[config.mk]
export PLATFORM = sky130hd
export DESIGN_NAME = htd_out_reg_flat
export DESIGN_NICKNAME = d
export VERILOG_FILES = /design/src/htd_pkg.sv /design/src/htd_ifs.sv /design/src/htd_out_reg.sv /design/src/flat_wrapper.sv
export VERILOG_INCLUDE_DIRS = /design/src /design/src/src
export SDC_FILE = /design/constraint.sdc
export NUM_CORES = 1
export LEC_CHECK = 0
export BUFFER_PORTS_ARGS = -buffer_cell sky130_fd_sc_hd__buf_4
export CORE_AREA = 2 2 39 41
export DETAILED_ROUTE_END_ITERATION = 16
export DIE_AREA = 0 0 41 43
export SETUP_SLACK_MARGIN = 0.1
export SLEW_MARGIN = 20
export SYNTH_ARGS = -nofsm -noshare
export SYNTH_HDL_FRONTEND = slang
export SYNTH_SLANG_ARGS = --single-unit
[constraint.sdc]
create_clock -name clk -period 1.5 [get_ports clk]
set_input_delay 0.075 -clock clk [delete_from_list [all_inputs] [get_ports clk]]
set_output_delay 0.075 -clock clk [all_outputs]
set_load 0.02 [all_outputs]
[src/assert_macros.svh]
// Assertion macros shared by the decoder RTL.
// No dependencies; included by files that carry concurrent checks.
`ifndef ASSERT_MACROS_SVH
`define ASSERT_MACROS_SVH

// Property must hold on every clock edge outside reset.
`define ASSERT_ALWAYS(label, clk, rst, prop, msg) \
  label: assert property (@(posedge clk) disable iff (rst) (prop)) else $error(msg);

// Whenever the antecedent holds, the consequent holds in the same cycle.
`define ASSERT_IMPLIES(label, clk, rst, ante, cons, msg) \
  label: assert property (@(posedge clk) disable iff (rst) (ante) |-> (cons)) \
    else $error(msg);

`endif

[src/htd_pkg.sv]
// Shared types and constants of the Huffman tree decoder.
// No dependencies.
`default_nettype none

package htd_pkg;

  localparam int CMD_W   = 2;
  localparam int IDX_W   = 9;
  localparam int SYM_W   = 8;
  localparam int TOTAL_W = 32;

  localparam logic [CMD_W-1:0] CMD_LOAD  = 2'd0;
  localparam logic [CMD_W-1:0] CMD_DATA  = 2'd1;
  localparam logic [CMD_W-1:0] CMD_START = 2'd2;

  typedef struct packed {
    logic             leaf;
    logic [IDX_W-1:0] left;
    logic [IDX_W-1:0] right;
    logic [SYM_W-1:0] sym;
  } node_t;

  typedef struct packed {
    logic [SYM_W-1:0] symbol;
    logic             run_last;
    logic             stream_last;
  } out_item_t;

  // Strobes from the input decode to the walker, at most one high.
  typedef struct packed {
    logic start;
    logic data;
    logic load;
  } walk_cmd_t;

endpackage

`default_nettype wire

[src/htd_ifs.sv]
// Valid/ready channel interfaces for the decoder input and output.
// Depends on htd_pkg for field widths.
`default_nettype none


interface htd_out_if import htd_pkg::*; ();
  logic             valid;
  logic             ready;
  logic [SYM_W-1:0] symbol;
  logic             run_last;
  logic             stream_last;

  modport source (output valid, symbol, run_last, stream_last, input ready);
  modport sink (input valid, symbol, run_last, stream_last, output ready);
endinterface

`default_nettype wire

[src/htd_out_reg.sv]
// Output register of the decoder result channel.
// Depends on htd_pkg, htd_out_if and assert_macros.svh.
`default_nettype none
`include "assert_macros.svh"

module htd_out_reg import htd_pkg::*; (
  input  wire logic      clk,
  input  wire logic      rst,
  input  wire logic      push,
  input  wire out_item_t push_item,
  output logic           free,
  htd_out_if.source      dout
);

  logic      valid;
  out_item_t item;

  assign free             = !valid || dout.ready;
  assign dout.valid       = valid;
  assign dout.symbol      = item.symbol;
  assign dout.run_last    = item.run_last;
  assign dout.stream_last = item.stream_last;

  always_ff @(posedge clk) begin
    if (rst) begin
      valid <= 1'b0;
    end else if (push) begin
      valid <= 1'b1;
    end else if (dout.ready) begin
      valid <= 1'b0;
    end
  end

  always_ff @(posedge clk) begin
    if (push) begin
      item <= push_item;
    end
  end

  `ASSERT_IMPLIES(a_no_overwrite, clk, rst, push, free, "symbol pushed over a pending one")

endmodule

`default_nettype wire

[src/flat_wrapper.sv]
// flat-port wrapper written by rule: the top's interface ports become plain ports
module htd_out_reg_flat import htd_pkg::*;
  (clk, rst, push, push_item, free, dout_valid, dout_symbol, dout_run_last, dout_stream_last, dout_ready);
  htd_out_if dout_i ();
  input  wire logic clk;
  input  wire logic rst;
  input  wire logic push;
  input  wire out_item_t push_item;
  output logic free;
  output wire logic [$bits(dout_i.valid)-1:0] dout_valid;
  output wire logic [$bits(dout_i.symbol)-1:0] dout_symbol;
  output wire logic [$bits(dout_i.run_last)-1:0] dout_run_last;
  output wire logic [$bits(dout_i.stream_last)-1:0] dout_stream_last;
  input wire logic [$bits(dout_i.ready)-1:0] dout_ready;
  assign dout_valid = dout_i.valid;
  assign dout_symbol = dout_i.symbol;
  assign dout_run_last = dout_i.run_last;
  assign dout_stream_last = dout_i.stream_last;
  assign dout_i.ready = dout_ready;
  htd_out_reg u_core (.clk(clk), .rst(rst), .push(push), .push_item(push_item), .free(free), .dout(dout_i));
endmodule
==> flow_summary.ini, run 1 <==
[detailed_routing]
postRouteAntennaNets = 0
routed_via_density = 3.87
drc = 0
wirelength_um = 799
wl_per_cell_um = 11.4
drt_first_iter_violations = 1
detailroute.via_count = 271
firstDrtPassIters = 2

[sta]
hold_violations = 0
slew_headroom = 0.906
min_period_ps = 930
slew_viol_final = 0
rsz0062_at_grt = false
period_share = 0.620
slew_worst_pin_ps = 140
timing.clock.skew_ps = 0
setup_total_negative_slack_ps = 0
final.hold.worst_slack_ps = 85.2
timing.fmax_mhz = 1070
setup-violations-final = 0

[synth]
synthesis.nets = 28
synth_common_cells = sky130_fd_sc_hd__edfxtp_1 (10), sky130_fd_sc_hd__a21oi_2 (1), sky130_fd_sc_hd__dfxtp_1 (1), sky130_fd_sc_hd__inv_1 (1), sky130_fd_sc_hd__nand2b_4 (1)
post_synth_num_cell_types = 5
yosysTopAreaCell = sky130_fd_sc_hd__edfxtp_1
synth.area.top_cells = sky130_fd_sc_hd__edfxtp_1 (87%), sky130_fd_sc_hd__dfxtp_1 (5.8%), sky130_fd_sc_hd__nand2b_4 (4.0%), sky130_fd_sc_hd__a21oi_2 (2.5%), sky130_fd_sc_hd__inv_1 (1.1%)
synth.cell_area_um2 = 347
synth.ff_latch_count = 11
synth_enable_flop_cells = 10
dominantRegCellSynth = sky130_fd_sc_hd__edfxtp_1
postSynthAreaPerCell_um2 = 24.8
part_of_the_yosys_area_used_for_sequential_elements = 0.924
area_share_of_the_largest_cell_type_after_synthesis = 0.866
yosys.cell_count.top_type = sky130_fd_sc_hd__edfxtp_1
async_flop_share = 0
syn_inst = 14
synth.yosys.warnings = 0

[power_and_ir_drop]
power.share.clock = 0.281
fin_total_pwr_uw = 689
p_sw_uw = 154
comb_power_share = 0.185
power_frac_seq = 0.534
total_leakage_power_uw = 0.000301
swShare = 0.224
worst_ir_drop_vdd_mv = 0.448
power_density_mw_per_mm2 = 998
design_internal_power_uw = 535

[final_layout]
layout-drive-gt1-share = 0.556
synthToLayoutAreaGrowth_pct = 99.3
num_antenna_cells = 0
fillerInstances = 135
multi_input_comb_area_um2 = 22.5
layout.area.seq_um2 = 320
stdcell_count = 70
num-nets-final = 69

[floorplanning]
io-pin-count = 26
starting_density_of_the_core = 0.250
floorplan.die_area_mm2 = 0.00176
coreArea_mm2 = 0.00138
die_height_um = 43
placement_rows = 14
floorplan.die.width_um = 41

[global_routing]
grt_pass1_wl_um = 1120
antenna_found_initial = 0
grt_start_max_net_pins = 12
overflow = 0
overall_global_routing_resource_usage = 0.105
first_global_vias = 275

[clock_network]
cts_made_buffers = 3
ctsLongestPathBuffers = 2
worst_setup_hold_path_clk_slew_ps = 70
tritoncts = yes
cts_num_sinks = 11
cts_root_buf = sky130_fd_sc_hd__clkbuf_4
ctsHtreeMaxLevel = 1
clk-insertion-delay-late_ps = 260
cts.repair_timing.setup_buffer_count = 0

[min_path]
critical_hold_path_startpoint = dout_ready
hold_depth = 3
timing.hold.worst_endpoint = u_core.dout.valid
hold_class = in2reg

[worst_setup_path]
worstSetupPathType = reg2out
worst-r2r-cell-count = 2
regToRegSetupSlack_ps = 880
cp_data_required_time_ps = 1420
setup.worst_path.start_class = flip-flop
crit_start = u_core.dout.valid
worstPathMaxFanout = 2
worst_setup_path_end_kind = output pin
worst_r2r_startpoint = u_core.dout.valid
arrival_ps = 860
rr_endpoint = u_core.dout.valid

[place]
io_buffer_count = 25
globalplace.congestion = 0.619
dpl.cell_count = 55

[run]
drv.max_cap_violation_count = 0

[status]
outcome = finished, final reports clean
## layout make-up
class	count	share of cell area
Clock buffer	4	0.0380
Sequential cell	11	0.464
Tap cell	16	0.0290
Multi-Input combinational cell	2	0.0326
Inverter	1	0.00543
Timing Repair Buffer	36	0.431
## kinds of logic after synthesis
| family | share of synthesized area |
|---|---|
| AO/OA/AOI/OAI | 0.0253 |
| buffers and inverters | 0.0108 |
| AND/OR/NAND/NOR | 0.0397 |
| flip-flops | 0.924 |
## timing repair
item | 4_1_cts | 5_1_grt
hold buffers | 11 | 0
hold endpoints to repair | 11 | 0
gates resized for setup | 0 | 0
## worst max-delay path: stages, from the launching register on
cell and delay (ps):
sky130_fd_sc_hd__dfxtp_1 370, sky130_fd_sc_hd__nand2b_4 70, sky130_fd_sc_hd__buf_4 150
## state kept, by name, summed over array words and instances, names as in the netlist
register	cells
u_core.dout.symbol	8
u_core.dout.valid	1
u_core.dout.run_last	1
u_core.dout.stream_last	1
## placed cells by master, fill, tap and decap left out
cell / n
sky130_fd_sc_hd__a21oi_2: 1
sky130_fd_sc_hd__buf_4: 25
sky130_fd_sc_hd__clkbuf_1: 1
sky130_fd_sc_hd__clkbuf_4: 3
sky130_fd_sc_hd__dfxtp_1: 1
sky130_fd_sc_hd__dlygate4sd3_1: 11
sky130_fd_sc_hd__edfxtp_1: 10
sky130_fd_sc_hd__inv_1: 1
sky130_fd_sc_hd__nand2b_4: 1
## how the worst max path moves through the flow
stage                     depth (start not counted)  slack, ps           endpoint
final                                             2        570               free
after global routing                              2        530               free
after CTS                                         2        550               free
after detailed placement                          2        850               free
after global placement                            2        860               free
after floorplan                                   2        730  u_core.dout.valid
## stage by stage
stage / instance area, um2 / utilization / setup slack [ps]
3_3_place_gp: 554 / 0.401 / 863
3_5_place_dp: 554 / 0.401 / 849
6_report: 691 / 0.499 / 570
2_1_floorplan: 347 / - / 726
5_1_grt: 691 / 0.499 / 525
4_1_cts: 691 / 0.499 / 551
## power groups by stage
stage               clock, uW  sequential [uW]  combinational (uW)
finish                    194              368                 128
global route              220              370                 137
CTS                       202              369                 129
detailed placement          0              375                 107
global placement            0              374                 104
floorplan                   0              406                6.45
## layer usage
layer  up-vias  wire (um)  part of all wire  track usage
li1        132          -                 -            -
met1       113        329              0.41        0.103
met2        26        337              0.42        0.159
met3         0        132              0.17       0.0471
met4         0          0                 0       0.0800
met5         -          0                 0            0
(Power assumes the default switching activity.)
==> inputs of run 2 (changes only) <==
==> constraint.sdc (replaced) <==
create_clock -name clk -period 0.8 [get_ports clk]
set_input_delay 0.04 -clock clk [delete_from_list [all_inputs] [get_ports clk]]
set_output_delay 0.04 -clock clk [all_outputs]
set_load 0.02 [all_outputs]
==> run 2 against run 1 <==
Net effect: the run now ends with setup timing left; flip-flop and latch count unchanged; clock-buffer cell count unchanged; sequential share of layout area decreased by 2.6 points; largest power group unchanged; critical path type unchanged; setup slack got worse by 620 ps.
==> flow_summary.ini, run 2 (synthesis gave the netlist of run 1 again) <==
[sta]
slew_headroom = 0.909
hold_violations = 0
timing.clock.skew_ps = 0
setup_total_negative_slack_ps = -301
min_period_ps = 852
period_share = 1.07
slew_worst_pin_ps = 136
timing.final.ws_setup_ps = -52.0
timing.fmax_mhz = 1170
setup-violations-final = 11
slew_viol_final = 0
rsz0062_at_grt = true

[place]
globalplace.congestion = 0.630
dpl-instance-area_um2 = 556
dpl.cell_count = 55
post-place-ws_ps = 215
io_buffer_count = 25

[global_routing]
antenna_found_initial = 0
overflow = 0
overall_global_routing_resource_usage = 0.114
first_global_vias = 315
grt_pass1_wl_um = 1250
grt_start_max_net_pins = 12

[run]
drv.max_cap_violation_count = 0

[power_and_ir_drop]
power_density_mw_per_mm2 = 1790
total_leakage_power_uw = 0.000317
p_sw_uw = 291
comb_power_share = 0.202
swShare = 0.220
design_internal_power_uw = 1030
power_frac_seq = 0.529
worst_ir_drop_vdd_mv = 0.892
power.share.clock = 0.269

[detailed_routing]
detailroute.via_count = 289
drc = 0
wirelength_um = 810
wl_per_cell_um = 11.6
postRouteAntennaNets = 0
drt_first_iter_violations = 4
firstDrtPassIters = 2
routed_via_density = 4.13

[final_layout]
synthToLayoutAreaGrowth_pct = 113
num_antenna_cells = 0
layout_common_cells = sky130_fd_sc_hd__buf_4 (13), sky130_fd_sc_hd__buf_6 (12), sky130_fd_sc_hd__dlygate4sd3_1 (11)
multi_input_comb_area_um2 = 22.5
largest_register_ff_count = 8
num-nets-final = 69
layout.area.seq_um2 = 324
stdcell_count = 70
fillerInstances = 142
most_common_cell_after_layout_fill_and_taps_aside = sky130_fd_sc_hd__buf_4
layout-drive-gt1-share = 0.574
final_design_area_no_fill_um2 = 739

[clock_network]
cts_root_buf = sky130_fd_sc_hd__clkbuf_4
worst_setup_hold_path_clk_slew_ps = 70
tritoncts = yes
clk-insertion-delay-late_ps = 250
cts.repair_timing.setup_buffer_count = 0
cts_made_buffers = 3
ctsHtreeMaxLevel = 1
cts_num_sinks = 11
ctsLongestPathBuffers = 2

[worst_setup_path]
worst_setup_path_end_kind = output pin
arrival_ps = 810
setup.worst_path.start_class = flip-flop
timing.critical_path.slowest_stage_cell = sky130_fd_sc_hd__edfxtp_1
slowest_delay_ps = 400
cpLargestDelayFamily = flip-flops
crit_buf_inv = 1
worstPathMaxFanout = 1
path_cells = buf_6
worstSetupPathType = reg2out
cp_data_required_time_ps = 760

[floorplanning]
floorplan.die_area_mm2 = 0.00176
die_height_um = 43
io-pin-count = 26
starting_density_of_the_core = 0.250
coreArea_mm2 = 0.00138
floorplan.die.width_um = 41
placement_rows = 14

[min_path]
hold_class = in2reg

[status]
violated_checks = setup timing
outcome = finished with violations
==> run 2: final cells by class <==
| class | instances | area share |
|---|---|---|
| Timing Repair Buffer | 36 | 0.464 |
| Sequential cell | 11 | 0.438 |
| Clock buffer | 4 | 0.0355 |
| Multi-Input combinational cell | 2 | 0.0305 |
| Tap cell | 16 | 0.0271 |
| Inverter | 1 | 0.00508 |
==> run 2: metrics by stage <==
step	util	hold slack [ps]	total power, uW
after floorplan	-	95.1	774
final	0.534	60.1	1320
after detailed placement	0.401	190	904
after global routing	0.534	44.8	1390
after CTS	0.533	51.0	1340
after global placement	0.401	188	899
==> run 2: power by group through the flow <==
| stage | clock [uW] | combinational [uW] | sequential (uW) |
|---|---|---|---|
| after floorplan | 0 | 12.1 | 762 |
| after global placement | 0 | 196 | 703 |
| after detailed placement | 0 | 199 | 705 |
| after CTS | 370 | 268 | 701 |
| after global routing | 397 | 285 | 703 |
| final | 355 | 267 | 699 |
==> run 2: path summary, 6_finish.rpt <==
check,from,endpoint,slack (ps),depth (start not counted)
hold reg to reg,u_core.dout.valid,u_core.dout.valid,510,2
setup / recovery,u_core.dout.symbol[7],dout_symbol[7],-50,1
setup reg to reg,u_core.dout.valid,u_core.dout.valid,190,2
hold / removal,dout_ready,u_core.dout.valid,60,3
==> run 2: metal layers <==
metal | vias up | GRT usage | routed length [um]
met5 | - | 0 | 0
met4 | 0 | 0.0600 | 0
met3 | 0 | 0.0471 | 112
met2 | 26 | 0.194 | 396
li1 | 134 | - | -
met1 | 129 | 0.108 | 300
==> run 2: timing repair <==
| action | 4_1_cts | 5_1_grt |
|---|---|---|
| setup endpoints to repair | 12 | 12 |
| hold endpoints to repair | 11 | 0 |
| gates resized for setup | 12 | 1 |
| hold buffers | 11 | 0 |
