**src/assert_macros.svh**
```systemverilog
// Assertion macros shared by the decoder RTL.
// No dependencies; included by files that carry concurrent checks.
`ifndef ASSERT_MACROS_SVH
`define ASSERT_MACROS_SVH

// Property must hold on every clock edge outside reset.
`define ASSERT_ALWAYS(label, clk, rst, prop, msg) \
  label: assert property (@(posedge clk) disable iff (rst) (prop)) else $error(msg);

// Whenever the antecedent holds, the consequent holds in the same cycle.
`define ASSERT_IMPLIES(label, clk, rst, ante, cons, msg) \
  label: assert property (@(posedge clk) disable iff (rst) (ante) |-> (cons)) \
    else $error(msg);

`endif

```
**src/htd_pkg.sv**
```systemverilog
// Shared types and constants of the Huffman tree decoder.
// No dependencies.
`default_nettype none

package htd_pkg;

  localparam int CMD_W   = 2;
  localparam int IDX_W   = 9;
  localparam int SYM_W   = 8;
  localparam int TOTAL_W = 32;

  localparam logic [CMD_W-1:0] CMD_LOAD  = 2'd0;
  localparam logic [CMD_W-1:0] CMD_DATA  = 2'd1;
  localparam logic [CMD_W-1:0] CMD_START = 2'd2;

  typedef struct packed {
    logic             leaf;
    logic [IDX_W-1:0] left;
    logic [IDX_W-1:0] right;
    logic [SYM_W-1:0] sym;
  } node_t;

  typedef struct packed {
    logic [SYM_W-1:0] symbol;
    logic             run_last;
    logic             stream_last;
  } out_item_t;

  // Strobes from the input decode to the walker, at most one high.
  typedef struct packed {
    logic start;
    logic data;
    logic load;
  } walk_cmd_t;

endpackage

`default_nettype wire

```
**src/htd_walker.sv**
```systemverilog
// Tree walker: shifts a data byte out LSB first, at most one node read per bit,
// holds each symbol until it is known whether it is the last of its byte.
// Depends on htd_pkg and assert_macros.svh; drives htd_node_mem read port and htd_out_reg.
`default_nettype none
`include "assert_macros.svh"

module htd_walker import htd_pkg::*; #(
  parameter int NODE_COUNT = 512
) (
  input  wire logic                          clk,
  input  wire logic                          rst,
  input  wire walk_cmd_t                     cmd,
  input  wire logic [SYM_W-1:0]              data_bits,
  input  wire logic [$clog2(NODE_COUNT)-1:0] load_addr,
  input  wire node_t                         load_data,
  input  wire logic [TOTAL_W-1:0]            symbol_total,
  output logic                               idle,
  output logic                               rd_en,
  output logic [$clog2(NODE_COUNT)-1:0]      rd_addr,
  input  wire node_t                         rd_data,
  output logic                               push,
  output out_item_t                          push_item,
  input  wire logic                          out_free
);

  localparam int AW = $clog2(NODE_COUNT);
  localparam int IW = (AW > IDX_W) ? AW : IDX_W;
  localparam logic [IW:0] NODE_LIM = (IW + 1)'(NODE_COUNT);

  localparam logic [1:0] ST_IDLE  = 2'd0;
  localparam logic [1:0] ST_RUN   = 2'd1;
  localparam logic [1:0] ST_FLUSH = 2'd2;

  logic [1:0]         state;
  logic [SYM_W-1:0]   sh;
  logic [3:0]         bits_left;
  logic               pend;
  logic [AW-1:0]      pend_idx;
  node_t              cur;
  logic [AW-1:0]      cur_idx;
  node_t              root;
  logic [TOTAL_W-1:0] count;
  logic               hold_v;
  logic [SYM_W-1:0]   hold_sym;
  logic               hold_sl;

  logic               emit;
  logic               stall;
  logic [TOTAL_W-1:0] cnt_eff;
  logic               done;
  node_t              cur_eff;
  logic [AW-1:0]      idx_eff;
  logic [IDX_W-1:0]   child;
  logic [IW-1:0]      child_ext;
  logic               in_range;
  logic               issue;

  // Resolve the pending read (a leaf emits and returns to root) and issue the next.
  always_comb begin
    emit      = (state == ST_RUN) && pend && rd_data.leaf;
    stall     = emit && hold_v && !out_free;
    cnt_eff   = count + {{(TOTAL_W-1){1'b0}}, emit};
    done      = cnt_eff >= symbol_total;
    cur_eff   = !pend ? cur : (rd_data.leaf ? root : rd_data);
    idx_eff   = !pend ? cur_idx : (rd_data.leaf ? '0 : pend_idx);
    child     = sh[0] ? cur_eff.right : cur_eff.left;
    child_ext = IW'(child);
    in_range  = {1'b0, child_ext} < NODE_LIM;
    issue     = (state == ST_RUN) && !stall && (bits_left != 4'd0) && !done;
    rd_en     = issue && in_range;
    rd_addr   = child_ext[AW-1:0];
  end

  always_comb begin
    push                  = 1'b0;
    push_item.symbol      = hold_sym;
    push_item.stream_last = hold_sl;
    push_item.run_last    = 1'b0;
    case (state)
      ST_RUN: begin
        push = emit && hold_v && !stall;
      end
      ST_FLUSH: begin
        push               = hold_v && out_free;
        push_item.run_last = 1'b1;
      end
      default: begin
        push = 1'b0;
      end
    endcase
  end

  assign idle = (state == ST_IDLE);

  always_ff @(posedge clk) begin
    if (rst) begin
      state   <= ST_IDLE;
      pend    <= 1'b0;
      hold_v  <= 1'b0;
      count   <= '0;
      cur_idx <= '0;
    end else begin
      case (state)
        ST_IDLE: begin
          if (cmd.start) begin
            count   <= '0;
            cur     <= root;
            cur_idx <= '0;
          end
          if (cmd.load) begin
            // keep the cached root and current entries coherent with the table
            if (load_addr == '0) begin
              root <= load_data;
            end
            if (load_addr == cur_idx) begin
              cur <= load_data;
            end
          end
          if (cmd.data) begin
            sh        <= data_bits;
            bits_left <= 4'd8;
            state     <= ST_RUN;
          end
        end
        ST_RUN: begin
          if (!stall) begin
            pend <= rd_en;
            if (rd_en) begin
              pend_idx <= rd_addr;
            end
            if (issue && !in_range) begin
              cur     <= root;
              cur_idx <= '0;
            end else begin
              cur     <= cur_eff;
              cur_idx <= idx_eff;
            end
            if (issue) begin
              sh        <= sh >> 1;
              bits_left <= bits_left - 4'd1;
            end
            if (emit) begin
              count    <= cnt_eff;
              hold_v   <= 1'b1;
              hold_sym <= rd_data.sym;
              hold_sl  <= (cnt_eff == symbol_total);
            end
            if (!issue) begin
              state <= ST_FLUSH;
            end
          end
        end
        ST_FLUSH: begin
          if (!hold_v) begin
            state <= ST_IDLE;
          end else if (out_free) begin
            hold_v <= 1'b0;
            state  <= ST_IDLE;
          end
        end
        default: begin
          state <= ST_IDLE;
        end
      endcase
    end
  end

  `ASSERT_IMPLIES(a_rd_in_run, clk, rst, rd_en, state == ST_RUN, "node read outside a walk")
  `ASSERT_IMPLIES(a_idle_clean, clk, rst, state == ST_IDLE, !pend && !hold_v, "walk left residue")
  `ASSERT_IMPLIES(a_push_held, clk, rst, push, hold_v, "push without a held symbol")
  `ASSERT_ALWAYS(a_stall_run, clk, rst, !stall || (state == ST_RUN && hold_v), "bad stall")

endmodule

`default_nettype wire
```
**config.mk**
```make
export PLATFORM = sky130hd
export DESIGN_NAME = htd_walker
export DESIGN_NICKNAME = d
export VERILOG_FILES = /design/src/htd_pkg.sv /design/src/htd_walker.sv
export VERILOG_INCLUDE_DIRS = /design/src /design/src/src
export SDC_FILE = /design/constraint.sdc
export NUM_CORES = 1
export LEC_CHECK = 0
export CAP_MARGIN = 20
export CORE_MARGIN = 1.5
export CORE_UTILIZATION = 55
export DETAILED_ROUTE_END_ITERATION = 10
export DONT_BUFFER_PORTS = 1
export MAX_ROUTING_LAYER = met4
export PLACE_DENSITY = 0.7
export SYNTH_ARGS = -nofsm -noshare
export SYNTH_HDL_FRONTEND = slang
export SYNTH_SLANG_ARGS = --single-unit
```
**constraint.sdc**
```tcl
create_clock -name clk -period 9.4 [get_ports clk]
set_clock_uncertainty 0.15 [all_clocks]
set_input_delay 1.88 -clock clk [delete_from_list [all_inputs] [get_ports clk]]
set_output_delay 1.88 -clock clk [all_outputs]
set_load 0.005 [all_outputs]
```
==> results of run 1 <==
-- critical path, cell delays in order --
cell and delay, ns:
and3_1 0.30, ha_1 0.30, ha_1 0.33, inv_1 0.13
nor4_1 0.42, and3_1 0.32, and4_1 0.28, xor2_1 0.08
ha_1 0.30, nand4_1 0.13, or4_1 0.63, o211ai_1 0.43
inv_1 0.16
-- metrics by stage --
step                std cells  total power, uW  hold WS [ns]  util, %  worst slack, ns
global route              823             1550         0.363     60.8             1.38
CTS                       823             1470         0.336     60.8             1.73
floorplan                 693              967         0.300        -             1.94
global placement          807             1060         0.316     58.0             1.83
finish                    823             1470         0.334     60.8             1.67
detailed placement        807             1080         0.320     58.0             1.75
-- state kept, by name, summed over array words and instances, names as in the netlist --
register,cells
root,18
pend,1
count,32
bits_left,4
hold_v,1
state,2
sh,8
cur_idx,9
pend_idx,9
hold_sym,8
cur,18
hold_sl,1
-- cell families (layout without fill, tap and decap cells) --
family,after synthesis,in the layout,share of synthesized area [%]
AO/OA/AOI/OAI,155,155,13.9
XOR/XNOR,41,41,5.40
adder cells (fa/ha/maj),39,39,7.34
buffers and inverters,76,63,4.44
flip-flops,111,111,43.3
multiplexers,54,54,8.26
AND/OR/NAND/NOR,217,217,17.3
-- worst paths after layout --
path	from	to	slack [ns]	cells past startpoint
worst max-delay path	rd_data[26]	rd_en	1.67	13
worst min-delay path	cur_idx[1]$_SDFFE_PP0P_	cur_idx[1]$_SDFFE_PP0P_	0.33	2
worst max register to register	state[1]$_SDFFE_PP0P_	pend_idx[0]$_DFFE_PP_	3.52	17
worst min register to register	cur_idx[1]$_SDFFE_PP0P_	cur_idx[1]$_SDFFE_PP0P_	0.33	2
-- power by group --
part / internal (uW) / switching [uW] / leakage [uW]
sequential: 621 / 36.1 / 0.000975
combinational: 141 / 271 / 0.00174
clock: 223 / 175 / 0.000158
-- cell usage in the layout (no fill, tap or decap), drive strengths merged, types with 2 or more instances in the layout --
master and n:
edfxtp 66, nand2 62, o21ai 57, mux2i 47, dfxtp 45, inv 43
ha 39, a21oi 38, nor2 37, nand3 25, xor2 24, o211ai 22
nand2b 22, xnor2 17, nand4 16, clkbuf 13, and3 12, a31oi 10
nor2b 10, mux2 7, a22oi 7, nor4 7, a22o 6, or3 6
buf 6, nor3 5, a21o 4, a211oi 4, and2 3, and4 3
nor4b 3, o31ai 3, or4 2, nor3b 2
-- metal layers --
layer  part of all wire (%)  global-route usage, %  vias up
li1                       -                      -     2473
met1                     45                   32.4     2377
met2                     45                   37.8      187
met3                    7.4                   5.95       30
met4                    2.7                   9.50        0
met5                      0                      -        -
-- layout make-up --
type,instances,area (um^2)
well taps,143,179
flip-flops and latches,111,2880
repair buffers,6,45.0
clock buffers,13,293
multi-input cells,506,3480
fillers,991,4550
inverters,41,154
clock inverters,3,26.3
==> run metrics, run 1 <==
hold buffer count at cts=0; area growth from synthesis to layout=6.13%; most common cell in the netlist=edfxtp_1; worst path arrival time=about 5.7 ns; Routed Antenna Nets=0; endpoints failing hold=0; RSZ-0062 raised after global routing=no; post-CTS setup buffers=0; Setup CP Type=primary input to output pin; post-synth top area share=a little under 30%; synthesized area per cell=between 9 and 10 um^2; final setup vio count=0; die width=113 um; # resized after CTS=0; Via density=6.16; WL/cell=around 18 um; Crit. End Element=output pin; layout cell share with drive strength beyond 1=roughly 5.6%; TritonRoute pass-1 iters=7; number of synthesized flops with an enable pin=66; Overflow after GRT=0; TritonCTS clock tree=yes; fmax=around 130 MHz; Root Buffer=clkbuf_16; Top FF cell, synth=edfxtp_1; IO Port Bufs=0; H-tree depth=3; status=complete, no violations; DIE AREA=around 0.013 mm^2; Layout Nets=823; Die Y=113 um; Worst Path Required=7.37 ns; initial antenna violation count=0; Area after DPL=slightly below 0.007 mm^2; normalized max-slew margin=between 30% and 40%; synth cell count leaders=66 x edfxtp_1, 61 x nand2_1, 57 x o21ai_0; CTS sink count=approximately 110; CP max FO=23; global-route usage over all layers=about a quarter; VDD IR max=around 0.18 mV; diode count=0; initial DRC count=between 200 and 300; Synth area leader=edfxtp_1; maxcap violations=0; worst skew pair latency=about 0.35 ns; final slew viol count=0; Final period util=around 82%; Vias=5,067; first-pass GRT wire length=between 20,000 and 25,000 um; vias in the first global route=a little under 5,000; Final Instance Area=0.00706 mm^2; row count=39; core area=~0.012 mm^2; post-route setup TNS=0 ns; syn_nets=about 840; min Tclk post-route=roughly 7.7 ns; gpl congestion=0.856; Post-Syn Instances=a little under 700; synth top area cells=edfxtp_1 30%, dfxtp_1 14%, ha_1 7.3%; post-synthesis sequential area ratio=43.3%; startpoint types=primary input; Num CTS Buffers=9; largest net degree at the start of global routing=a little over 40; HPWL Detailed=between 10,000 and 15,000 um; Ports=approximately 130; Post-Syn Area=about 0.0067 mm^2; Async SR Flop Fraction=0%; pwr dens=slightly above 200 mW/mm^2; Initial Utilization=57.3%; leak pwr=about 0.0029 uW; clock-pin slew on the worst setup and hold paths=approximately 0.070 ns; Slew @ Worst Pin=around 1.0 ns; drt drc=0; Synth Warn #=0; Hold Crit Class=register to register; Synth cell types=51; clk buf depth=2; drt total wl=about 15,000 um; Synth Register Bits=approximately 110
Power figures use the tool's default switching activity.
==> run 2, diff against run 1 <==
clock period = 8.1 ns   (was 9.4 ns; I/O delays follow)
==> run 2 against run 1 <==
Total power up 15%. Global-route usage down 0.23 points. Combinational power up 17%. Largest cell class unchanged. Critical path depth unchanged. Register-to-register slack worse by 0.87 ns. First-iteration DRC count up 61%. Setup slack worse by 0.72 ns. Sequential cell count unchanged. Highest routed layer unchanged. Sequential power up 16%.
==> run metrics, run 2 (synthesized netlist as in run 1, its figures left out) <==
Worst Path Required=approximately 6.3 ns; initial DRC count=just over 400; Slew @ Worst Pin=~0.98 ns; Die Y=roughly 110 um; Largest regs=count (32), cur (18), root (18); maxcap violations=0; crit-path cells=and3_1 -> ha_1 -> ha_1 -> inv_1 -> nor4_1 -> and3_1 -> and4_1 -> xor2_1 -> ha_1 -> nand4_1 -> or4_1 -> o211ai_1 -> inv_1; initial antenna violation count=0; pwr dens=about 240 mW/mm^2; global-route usage over all layers=between 20% and 30%; IO Port Bufs=0; Ports=131; gpl congestion=0.858; final setup vio count=0; row count=39; Layout Nets=825; area growth from synthesis to layout=6.06%; endpoints failing hold=0; HPWL Detailed=10,800 um; Largest register FFs=32; Biggest register=count; critical path's slowest cell=or4_1; # resized after CTS=0; Via density=just over 6; Initial Utilization=between 50% and 60%; leak pwr=~0.0029 uW; Setup CP Type=primary input to output pin; min Tclk post-route=roughly 7.1 ns; Placed Cells=between 800 and 900; Final Instance Area=around 0.0071 mm^2; most frequent cells in the layout=66 x edfxtp_1, 61 x nand2_1, 57 x o21ai_0; pre-CTS setup slack=1.02 ns; clock-pin slew on the worst setup and hold paths=roughly 0.070 ns; Crit. End Element=output pin; post-route worst setup slack=~0.95 ns; hold buffer count at cts=0; worst path arrival time=between 5 and 6 ns; Vias=between 5,000 and 6,000; drt drc=0; Hold Crit Class=register to register; Final Power=1690 uW; DIE AREA=approximately 0.013 mm^2; RSZ-0062 raised after global routing=no; startpoint types=primary input; post-CTS setup buffers=0; Worst Hold Depth=2; die width=113 um; final slew viol count=0; fmax=around 140 MHz; Num CTS Buffers=9; CP max FO=23; vias in the first global route=4,995; Routed Antenna Nets=0; TritonCTS clock tree=yes; largest net degree at the start of global routing=between 40 and 50; CTS sink count=~110; VDD IR max=~0.14 mV; Area after DPL=roughly 0.0067 mm^2; status=complete, no violations; Largest stage delay, worst path=between 0.6 and 0.7 ns; Overflow after GRT=0; reg2reg path depth=19; worst skew pair latency=between 0.3 and 0.4 ns; WL/cell=18.1 um; clk buf depth=2; H-tree depth=3; first-pass GRT wire length=approximately 24,000 um; commonest non-fill, non-tap cell in the layout=edfxtp_1; core area=approximately 0.012 mm^2; post-route setup TNS=0 ns; Final Non-Filler Cells=around 830; layout cell share with drive strength beyond 1=under 10%; Root Buffer=clkbuf_16; FILL cells=~1,000; TritonRoute pass-1 iters=5; normalized max-slew margin=about 34%; drt total wl=roughly 15,000 um; Final period util=88.2%; most used cell, CP=ha_1; diode count=0
## run 2: final cells by class
class	count	area, um^2	share of cell area [%]
Timing Repair Buffer	8	60.1	0.851
Multi-Input combinational cell	506	3480	49.3
Clock inverter	6	48.8	0.692
Sequential cell	111	2880	40.9
Inverter	41	154	2.18
Clock buffer	10	250	3.55
Tap cell	143	179	2.54
## run 2: where the power goes
group / leakage (uW) / internal (uW) / switching [uW]
combinational: 0.00175 / 169 / 315
clock: 0.000148 / 232 / 210
sequential: 0.000975 / 721 / 42.0
## run 2: worst max-delay path: cells and delay by family
| family | cells | cell delay, ns |
|---|---|---|
| buffers and inverters | 2 | 0.30 |
| AND/OR/NAND/NOR | 6 | 2.05 |
| XOR/XNOR | 1 | 0.08 |
| adder cells (fa/ha/maj) | 3 | 0.89 |
| AO/OA/AOI/OAI | 1 | 0.43 |
## run 2: per-layer routing
layer  wire length (um)  global-route usage [%]
met1               6840                    32.9
met2               6780                    37.5
met3               1060                    5.46
met4                250                    8.33
met5                  0                       -
## run 2: per-stage QoR
step,hold slack [ns],utilization [%]
2_1_floorplan,0.300,-
3_3_place_gp,0.315,58.1
3_5_place_dp,0.319,58.1
4_1_cts,0.331,60.7
5_1_grt,0.356,60.7
6_report,0.325,60.7
## run 2: path summary, 6_finish.rpt
| check | from | slack (ns) | endpoint |
|---|---|---|---|
| max | rd_data[26] | 0.95 | rd_en |
| min reg2reg | cur_idx[1]$_SDFFE_PP0P_ | 0.33 | cur_idx[1]$_SDFFE_PP0P_ |
| max reg2reg | state[1]$_SDFFE_PP0P_ | 2.65 | sh[4]$_DFFE_PP_ |
| min | cur_idx[1]$_SDFFE_PP0P_ | 0.33 | cur_idx[1]$_SDFFE_PP0P_ |
==> run 3, diff against run 2 <==
==> constraint.sdc (replaced) <==
create_clock -name clk -period 8.1 [get_ports clk]
set_clock_uncertainty 0.15 [all_clocks]
set_input_delay 0.81 -clock clk [delete_from_list [all_inputs] [get_ports clk]]
set_output_delay 0.81 -clock clk [all_outputs]
set_load 0.005 [all_outputs]
==> run 3 against run 2 <==
Wire length is 0.25% higher. Highest routed layer unchanged. Setup slack better by 0.87 ns. Critical path type is now register to output pin. Total power is 1.2% lower.
==> run metrics, run 3 (synthesized netlist as in run 1, its figures left out) <==
Final period util=77.6%; Vias=5,067; worst skew pair latency=0.36 ns; RSZ-0062 raised after global routing=no; initial DRC count=340; Setup CP Type=register to output pin; Placed Cells=about 810; area growth from synthesis to layout=5.72%; Biggest register=count; FILL cells=978; global-route usage over all layers=24.9%; post-route setup TNS=0 ns; Layout Nets=just over 800; WL/cell=approximately 18 um; worst path arrival time=5.32 ns; core area=0.0116 mm^2; min Tclk post-route=6.28 ns; leak pwr=between 0.002 and 0.003 uW; Via density=roughly 6; CTS sink count=between 100 and 150; die width=113 um; hold buffer count at cts=0; post-CTS setup buffers=0; Root Buffer=clkbuf_16; final setup vio count=0; normalized max-slew margin=34.4%; final slew viol count=0; Final Non-Filler Cells=824; drt total wl=~15,000 um; H-tree depth=3; Area after DPL=between 0.006 and 0.007 mm^2; status=complete, no violations; Final Instance Area=between 0.007 and 0.008 mm^2; gpl congestion=a little under 0.9; clock-pin slew on the worst setup and hold paths=roughly 0.070 ns; maxcap violations=0; Num CTS Buffers=9; pwr dens=between 200 and 250 mW/mm^2; Ports=approximately 130; Die Y=between 100 and 150 um; commonest non-fill, non-tap cell in the layout=edfxtp_1; layout cell share with drive strength beyond 1=5.58%; DIE AREA=around 0.013 mm^2; Slew @ Worst Pin=approximately 0.98 ns; clk buf depth=2; Worst Path Required=around 7.1 ns; diode count=0; endpoints failing hold=0; drt drc=0; CP max FO=23; Initial Utilization=between 50 and 60%; first-pass GRT wire length=~24,000 um; TritonRoute pass-1 iters=5; vias in the first global route=~4,900; Post-Route Utilization=a little over 60%; Hold Crit Class=register to register; Largest regs=count (32), cur (18), root (18); row count=39; Largest register FFs=32; HPWL Detailed=10,900 um; startpoint types=register; most frequent cells in the layout=66 x edfxtp_1, 61 x nand2_1, 57 x o21ai_0; IO Port Bufs=0; # resized after CTS=0; largest net degree at the start of global routing=41; VDD IR max=~0.19 mV; Overflow after GRT=0; initial antenna violation count=0; Final Power=roughly 1700 uW; Routed Antenna Nets=0; TritonCTS clock tree=yes; Crit. End Element=output pin; fmax=159 MHz
[run 3: changes by cell type in the layout (fill, tap and decap cells not counted), sizes merged]
cell | before | now
inv | 43 | 41
clkbuf | 10 | 12
buf | 8 | 7
[run 3: worst paths after layout]
check / from / endpoint / slack, ns / depth (start not counted)
max: state[1]$_SDFFE_PP0P_ / rd_en / 1.82 / 15
min: cur_idx[1]$_SDFFE_PP0P_ / cur_idx[1]$_SDFFE_PP0P_ / 0.33 / 2
max reg2reg: state[1]$_SDFFE_PP0P_ / sh[3]$_DFFE_PP_ / 2.32 / 18
min reg2reg: cur_idx[1]$_SDFFE_PP0P_ / cur_idx[1]$_SDFFE_PP0P_ / 0.33 / 2
[run 3: layout make-up]
type	instances	area (um^2)	area share (%)
Multi-Input combinational cell	506	3480	49.5
Clock buffer	12	258	3.67
Inverter	41	154	2.19
Sequential cell	111	2880	41.0
Timing Repair Buffer	7	52.6	0.747
Clock inverter	4	26.3	0.374
Tap cell	143	179	2.54
[run 3: worst max-delay path, stage by stage (launching register included)]
cell and delay [ns]:
dfxtp_1 0.32, inv_1 0.10, ha_1 0.70, and3_1 0.42
ha_1 0.29, ha_1 0.32, inv_1 0.13, nor4_1 0.41
and3_1 0.31, and4_1 0.27, xor2_1 0.09, ha_1 0.29
nand4_1 0.11, or4_1 0.63, o211ai_1 0.41, inv_1 0.16
[run 3: power breakdown]
| group | internal, uW | switching (uW) |
|---|---|---|
| Clock | 228 | 197 |
| Sequential | 721 | 41.5 |
| Combinational | 168 | 312 |
| Total | 1120 | 551 |
[run 3: per-layer routing]
layer | part of all wire (%) | vias to the layer above | track usage [%]
li1 | - | 2470 | -
met3 | 8.4 | 21 | 7.98
met5 | 0 | - | -
met4 | 1.8 | 0 | 7.08
met1 | 44 | 2390 | 32.1
met2 | 46 | 186 | 38.1
[run 3: stage by stage]
stage               setup slack [ns]  hold slack (ns)
global route                    1.33            0.345
finish                          1.82            0.325
detailed placement              2.19            0.320
CTS                             1.79            0.330
floorplan                       1.71            0.300
global placement                2.30            0.315
